**src/rtl/ssm_pkg.sv**
```systemverilog
// Shared types and codes of the sorted sequence merge block.
package ssm_pkg;

  localparam int unsigned ValueWidth = 32;

  typedef enum logic [1:0] {
    ACT_FIRST  = 2'd0,
    ACT_SECOND = 2'd1,
    ACT_MERGE  = 2'd2
  } action_e;

  typedef enum logic [1:0] {
    ST_IDLE,
    ST_FETCH,
    ST_PICK,
    ST_HOLD
  } state_e;

  typedef struct packed {
    action_e                       action;
    logic signed [ValueWidth-1:0]  value;
  } in_t;

  typedef struct packed {
    logic signed [ValueWidth-1:0]  merged_value;
    logic                          last;
  } out_t;

  typedef struct packed {
    logic take_first;
    logic last;
  } pick_t;

endpackage

```
**src/rtl/sorted_sequence_merge_top.sv**
```systemverilog
// Top level of the sorted sequence merge block: stores, sequencer, output register.
//
//   channel | direction | handshake               | payload
//   --------+-----------+-------------------------+--------------------------------
//   in      | input     | in_valid_i / in_ready_o | in_data_i  (action, value)
//   out     | output    | out_valid_o/out_ready_i | out_data_o (merged_value, last)
//
// An append item leaves the block in idle, so it is ready again for the next item.
// A merge first reads the heads from the RAMs (FETCH), then for each result
// compares them (PICK) and holds the result in the output register (HOLD) until
// the consumer takes it; an empty merge emits nothing and leaves the block idle.
// The block takes no new item until the last result of a merge is delivered.
// Reset clears the counts and the sequencer; the stores are not cleared.
module sorted_sequence_merge_top import ssm_pkg::*; #(
  parameter int unsigned DEPTH = 32
) (
  input  logic clk_i,
  input  logic rst_ni,
  input  logic in_valid_i,
  output logic in_ready_o,
  input  in_t  in_data_i,
  output logic out_valid_o,
  input  logic out_ready_i,
  output out_t out_data_o
);

  localparam int unsigned AW = (DEPTH > 1) ? $clog2(DEPTH) : 1;
  localparam int unsigned CW = $clog2(DEPTH + 1);

  state_e state_q, state_d;

  logic [CW-1:0] cnt_a_q, cnt_b_q;   // fill counts
  logic [CW-1:0] idx_a_q, idx_b_q;   // merge read positions
  out_t          out_q;

  logic signed [ValueWidth-1:0] head_a, head_b;
  pick_t pick;

  logic in_fire, out_fire;
  logic wr_a, wr_b;
  logic cnt_total_zero;

  assign in_fire        = in_valid_i && in_ready_o;
  assign out_fire       = out_valid_o && out_ready_i;
  assign cnt_total_zero = (cnt_a_q == '0) && (cnt_b_q == '0);

  // Append writes; a full sequence drops the item.
  assign wr_a = in_fire && (in_data_i.action == ACT_FIRST)  && (cnt_a_q < CW'(DEPTH));
  assign wr_b = in_fire && (in_data_i.action == ACT_SECOND) && (cnt_b_q < CW'(DEPTH));

  ssm_ram #(.WIDTH(ValueWidth), .DEPTH(DEPTH)) u_ram_a (
    .clk_i   (clk_i),
    .we_i    (wr_a),
    .waddr_i (cnt_a_q[AW-1:0]),
    .wdata_i (in_data_i.value),
    .raddr_i (idx_a_q[AW-1:0]),
    .rdata_o (head_a)
  );

  ssm_ram #(.WIDTH(ValueWidth), .DEPTH(DEPTH)) u_ram_b (
    .clk_i   (clk_i),
    .we_i    (wr_b),
    .waddr_i (cnt_b_q[AW-1:0]),
    .wdata_i (in_data_i.value),
    .raddr_i (idx_b_q[AW-1:0]),
    .rdata_o (head_b)
  );

  ssm_pick #(.CW(CW)) u_pick (
    .head_a_i (head_a),
    .head_b_i (head_b),
    .idx_a_i  (idx_a_q),
    .idx_b_i  (idx_b_q),
    .cnt_a_i  (cnt_a_q),
    .cnt_b_i  (cnt_b_q),
    .pick_o   (pick)
  );

  // Next state.
  always_comb begin
    state_d = state_q;
    unique case (state_q)
      ST_IDLE: begin
        // start a merge only when something is stored
        if (in_fire && (in_data_i.action == ACT_MERGE) && !cnt_total_zero) begin
          state_d = ST_FETCH;
        end
      end
      ST_FETCH: state_d = ST_PICK;
      ST_PICK:  state_d = ST_HOLD;
      ST_HOLD: begin
        if (out_ready_i) begin
          state_d = out_q.last ? ST_IDLE : ST_PICK;
        end
      end
      default: state_d = ST_IDLE;
    endcase
  end

  // Handshake outputs.
  always_comb begin
    in_ready_o  = 1'b0;
    out_valid_o = 1'b0;
    unique case (state_q)
      ST_IDLE:  in_ready_o  = 1'b1;
      ST_HOLD:  out_valid_o = 1'b1;
      default: begin
        in_ready_o  = 1'b0;
        out_valid_o = 1'b0;
      end
    endcase
  end

  always_ff @(posedge clk_i or negedge rst_ni) begin
    if (!rst_ni) begin
      state_q <= ST_IDLE;
      cnt_a_q <= '0;
      cnt_b_q <= '0;
      idx_a_q <= '0;
      idx_b_q <= '0;
    end else begin
      state_q <= state_d;
      if (wr_a) begin
        cnt_a_q <= cnt_a_q + CW'(1);
      end
      if (wr_b) begin
        cnt_b_q <= cnt_b_q + CW'(1);
      end
      // advance the read position of the taken head
      if (state_q == ST_PICK) begin
        if (pick.take_first) begin
          idx_a_q <= idx_a_q + CW'(1);
        end else begin
          idx_b_q <= idx_b_q + CW'(1);
        end
      end
      // final result delivered: empty both sequences
      if (out_fire && out_q.last) begin
        cnt_a_q <= '0;
        cnt_b_q <= '0;
        idx_a_q <= '0;
        idx_b_q <= '0;
      end
    end
  end

  // Output register; loaded once per result, held while stalled.
  always_ff @(posedge clk_i) begin
    if (state_q == ST_PICK) begin
      out_q.merged_value <= pick.take_first ? head_a : head_b;
      out_q.last         <= pick.last;
    end
  end

  assign out_data_o = out_q;

endmodule

```
**src/rtl/ssm_ram.sv**
```systemverilog
// Generic simple dual-port RAM with registered read.
module ssm_ram #(
  parameter int unsigned WIDTH = 32,
  parameter int unsigned DEPTH = 32,
  localparam int unsigned AW = (DEPTH > 1) ? $clog2(DEPTH) : 1
) (
  input  logic             clk_i,
  input  logic             we_i,
  input  logic [AW-1:0]    waddr_i,
  input  logic [WIDTH-1:0] wdata_i,
  input  logic [AW-1:0]    raddr_i,
  output logic [WIDTH-1:0] rdata_o
);

  logic [WIDTH-1:0] mem_q [DEPTH];
  logic [WIDTH-1:0] rdata_q;

  always_ff @(posedge clk_i) begin
    if (we_i) begin
      mem_q[waddr_i] <= wdata_i;
    end
    rdata_q <= mem_q[raddr_i];
  end

  assign rdata_o = rdata_q;

endmodule

```
**src/rtl/ssm_pick.sv**
```systemverilog
// Head compare and select unit shared by every step of a merge.
module ssm_pick import ssm_pkg::*; #(
  parameter int unsigned CW = 6
) (
  input  logic signed [ValueWidth-1:0] head_a_i,
  input  logic signed [ValueWidth-1:0] head_b_i,
  input  logic        [CW-1:0]         idx_a_i,
  input  logic        [CW-1:0]         idx_b_i,
  input  logic        [CW-1:0]         cnt_a_i,
  input  logic        [CW-1:0]         cnt_b_i,
  output pick_t                        pick_o
);

  logic avail_a;
  logic avail_b;
  logic [CW-1:0] idx_a_inc;
  logic [CW-1:0] idx_b_inc;

  assign avail_a   = idx_a_i < cnt_a_i;
  assign avail_b   = idx_b_i < cnt_b_i;
  assign idx_a_inc = idx_a_i + CW'(1);
  assign idx_b_inc = idx_b_i + CW'(1);

  always_comb begin
    // first head wins only when strictly smaller; ties go to the second
    pick_o.take_first = avail_a && (!avail_b || (head_a_i < head_b_i));
    if (pick_o.take_first) begin
      pick_o.last = (idx_a_inc == cnt_a_i) && (idx_b_i == cnt_b_i);
    end else begin
      pick_o.last = (idx_a_i == cnt_a_i) && (idx_b_inc == cnt_b_i);
    end
  end

endmodule

```
**config.mk**
```make
export PLATFORM = sky130hd
export DESIGN_NAME = sorted_sequence_merge_top
export DESIGN_NICKNAME = d
export VERILOG_FILES = /design/src/rtl/ssm_pkg.sv /design/src/rtl/sorted_sequence_merge_top.sv /design/src/rtl/ssm_ram.sv /design/src/rtl/ssm_pick.sv
export SDC_FILE = /design/constraint.sdc
export NUM_CORES = 2
export LEC_CHECK = 0
export BUFFER_PORTS_ARGS = -buffer_cell sky130_fd_sc_hd__buf_2
export CORE_MARGIN = 4
export CORE_UTILIZATION = 58
export DETAILED_ROUTE_END_ITERATION = 8
export GPL_TIMING_DRIVEN = 0
export PLACE_DENSITY = 0.71
export SYNTH_ARGS = -nofsm -noshare
export SYNTH_HDL_FRONTEND = slang
export SYNTH_SLANG_ARGS = --single-unit
```
**constraint.sdc**
```tcl
create_clock -name clk_i -period 8.64 [get_ports clk_i]
set_input_delay 0.864 -clock clk_i [delete_from_list [all_inputs] [get_ports clk_i]]
set_output_delay 0.864 -clock clk_i [all_outputs]
set_load 0.05 [all_outputs]
```
==> results.yml <==
power_and_ir_drop:
  vdd_drop_max_mv: 0.3201
  leakagePower_nw: 29.28
  powerDensity_nw_per_um2: 302.4
  total_power_w: 0.02854
floorplan:
  fp.dieArea_um2: 149500
  start_util_pct: 58.57
  die_h_um: 386.6
  die_width_um: 386.6
  io_pins: 73
  core_area_um2: 141900
  row_count: 138
critical_path:
  critPathLaunchType: "register"
  arrival_ps: 5050
  crit_type: "register to register"
  crit_path_end_kind: "register"
  crit_required_ps: 9350
  path_max_fanout: 10
  reg2regPathDepth: 12
sta:
  rsz0062_at_grt: "no"
  post-route-min-period_ps: 4333
  setup_viol: 0
  setup_tns_ps: 0
  min_period_over_period_pct: 50.15
  clock.fmax_ghz: 0.2308
  hold_viol_final: 0
  finalMaxSlewViolations: 0
  max-slew-margin-rel_pct: 11.31
  tightest_slew_ps: 1330
  worst_slack_ps: 4307
  fin_skew_ps: 20.68
routing:
  vias: 39010
  drt_iter0_drc: 5740
  vias_per_cell: 6.646
  route.antenna.remaining_nets: 0
  post-route-drc-count: 0
  firstDrtPassIters: 6
  wire_per_inst_um: 33.50
  drt-total-wl_um: 196600
synthesis:
  synthTopCellsByCount: "edfxtp_1, mux4_2, clkbuf_1, nor2_1, mux2_2"
  synth_top_cell_area_share_pct: 75.17
  syn_area_um2: 83130
  synthCells: 3465
  synth-edff-count: 2081
  synth.area.mux_share_pct: 18.94
  synth_ff_type: "edfxtp_1"
  synth_top_cell_by_area: "edfxtp_1"
  synth_seq_cells: 2171
  synthArstFlopShare_pct: 1.198
  synth.area.top_cells: "edfxtp_1, mux4_2, dfxtp_1, mux2_2, ha_1"
  synth_compound_area_share_pct: 0.4696
  synth_adder_area_share_pct: 0.7977
  syn_nets: 3556
  synth_xor_area_share_pct: 0.2212
  yosys.area_share.simple_pct: 1.042
  yosys.cell_types.count: 50
  yosysMostFrequentCell: "edfxtp_1"
  yosysWarnings: 0
  synth_top_family_by_area: "multiplexers"
  avgSynthCellArea_um2: 23.99
  synth_seq_area_share_pct: 77.49
global_routing:
  grt_pass1_vias: 39150
  grt_max_degree: 65
  grt_pass1_wl_um: 283500
  grt-ovfl-total: 0
  grt_use_total_pct: 26.60
  antenna_found_initial: 3
clock_network:
  root_buffer: "clkbuf_16"
  clk_pin_slew_ps: 60
  post-cts-setup-buffer-count: 0
  hold_buffers: 0
  numCtsBuffers: 204
  cts_resized: 0
  clock_latency_ps: 810
  clock_sinks: 2171
  h-tree-depth: 4
  cts_tree: "built"
  cts_max_path_buffers: 3
layout:
  stdcell_count: 5869
  final_util_pct: 66.49
  drive_gt1_share_pct: 31.00
  nFillCells: 8760
  nets: 3899
  area_growth_pct: 13.52
  seq_area_um2: 64420
  multi_input_area_um2: 18310
outcome:
  status: "finished, final reports clean"
place:
  globalplace.congestion: 0.8617
  io_buffers: 72
  place_ws_ps: 4254
  dp_cells: 5491
  dp_hpwl_um: 124700
job:
  maxCapViolCount: 0
hold_path:
  hp-class: "input pin to asynchronous set/reset pin"
==> state kept, by name, indices dropped and copies added (netlist names), 32 cells and up <==
| name | count |
|---|---|
| out_data_o | 33 |
| u_ram_a.rdata_o | 32 |
| u_ram_b.mem_q | 1024 |
| u_ram_b.rdata_o | 32 |
| u_ram_a.mem_q | 1024 |
==> cell type report <==
type | count | share of cell area (%)
clock buffers | 276 | 6.049
well taps | 1890 | 2.506
diodes | 1 | 0.002652
flip-flops and latches | 2171 | 68.27
plain buffers | 167 | 0.7001
repair buffers | 137 | 1.994
clock inverters | 100 | 0.8724
multi-input cells | 1074 | 19.40
inverters | 53 | 0.2108
==> metal layers <==
layer,vias up,GRT usage (%),share of wire [%]
li1,15520,-,-
met1,20760,41.07,41
met2,2414,39.03,46
met3,313,6.192,11
met4,0,7.482,2.7
met5,-,0,0
==> report_power, final <==
part	internal, W	leakage [nW]	switching (W)
Combinational	0.00343	6.49	0.00429
Clock	0.00500	3.18	0.00375
Sequential	0.0119	19.6	0.000169
==> final timing paths <==
check                                            start                     end  slack [ps]
max in group asynchronous                       rst_ni  cnt_b_q[0]$_DFFE_PN0P_        8110
min in group clk_i                         out_ready_i  state_q[0]$_DFFE_PN0P_         290
worst max-delay path            idx_a_q[0]$_DFFE_PN0P_  idx_b_q[4]$_DFFE_PN0P_        4310
worst max register to register  idx_a_q[0]$_DFFE_PN0P_  idx_b_q[4]$_DFFE_PN0P_        4310
worst min register to register  state_q[0]$_DFFE_PN0P_  state_q[0]$_DFFE_PN0P_         510
worst min-delay path                            rst_ni  cnt_a_q[1]$_DFFE_PN0P_          80
==> cell usage in the layout (no fill, tap or decap), types with 4 or more instances in the layout <==
cell type / n
mux2i_1: 13
clkbuf_1: 166
nor2_1: 29
buf_2: 80
buf_1: 39
o21ai_0: 10
mux2_4: 30
nand3_1: 22
mux2_2: 67
edfxtp_1: 2081
buf_16: 30
buf_12: 34
ha_1: 53
nand4_1: 10
clkinvlp_4: 6
dfrtp_1: 26
nor2_4: 60
clkinv_2: 27
clkinv_1: 48
inv_1: 50
clkbuf_8: 12
a21o_1: 6
and3_1: 6
nor3_1: 7
a21oi_1: 20
dfxtp_1: 64
clkbuf_16: 214
mux4_2: 640
nand2_1: 39
xnor2_1: 19
and2_2: 4
inv_6: 6
bufinv_16: 13
==> kinds of logic (layout without fill, tap and decap cells) <==
logic type | after synthesis | after routing
adders and majority gates | 53 | 53
muxes | 750 | 750
and+or+nand+nor | 193 | 193
other | 0 | 1
DFF | 2171 | 2171
xor gates and xnor gates | 21 | 21
buffers and inverters | 220 | 733
AOI/OAI and AO/OA | 57 | 57
==> stage by stage <==
stage | area (um2) | hold slack [ps]
final | 94370 | 82.16
after global routing | 94370 | 78.23
after CTS | 94350 | 36.18
after detailed placement | 87820 | 507.6
after global placement | 85860 | 497.3
after floorplan | 83130 | 468.0
==> worst max-delay path: stages (launching register included) <==
cell and delay (ps):
dfrtp_1 380, clkbuf_1 350, buf_2 400, clkbuf_1 530, inv_1 180, ha_1 160
inv_1 40, a21o_1 170, a221oi_1 800, inv_1 300, a2111o_1 560, nand3_1 160
mux2i_1 210
(Power assumes the default switching activity.)
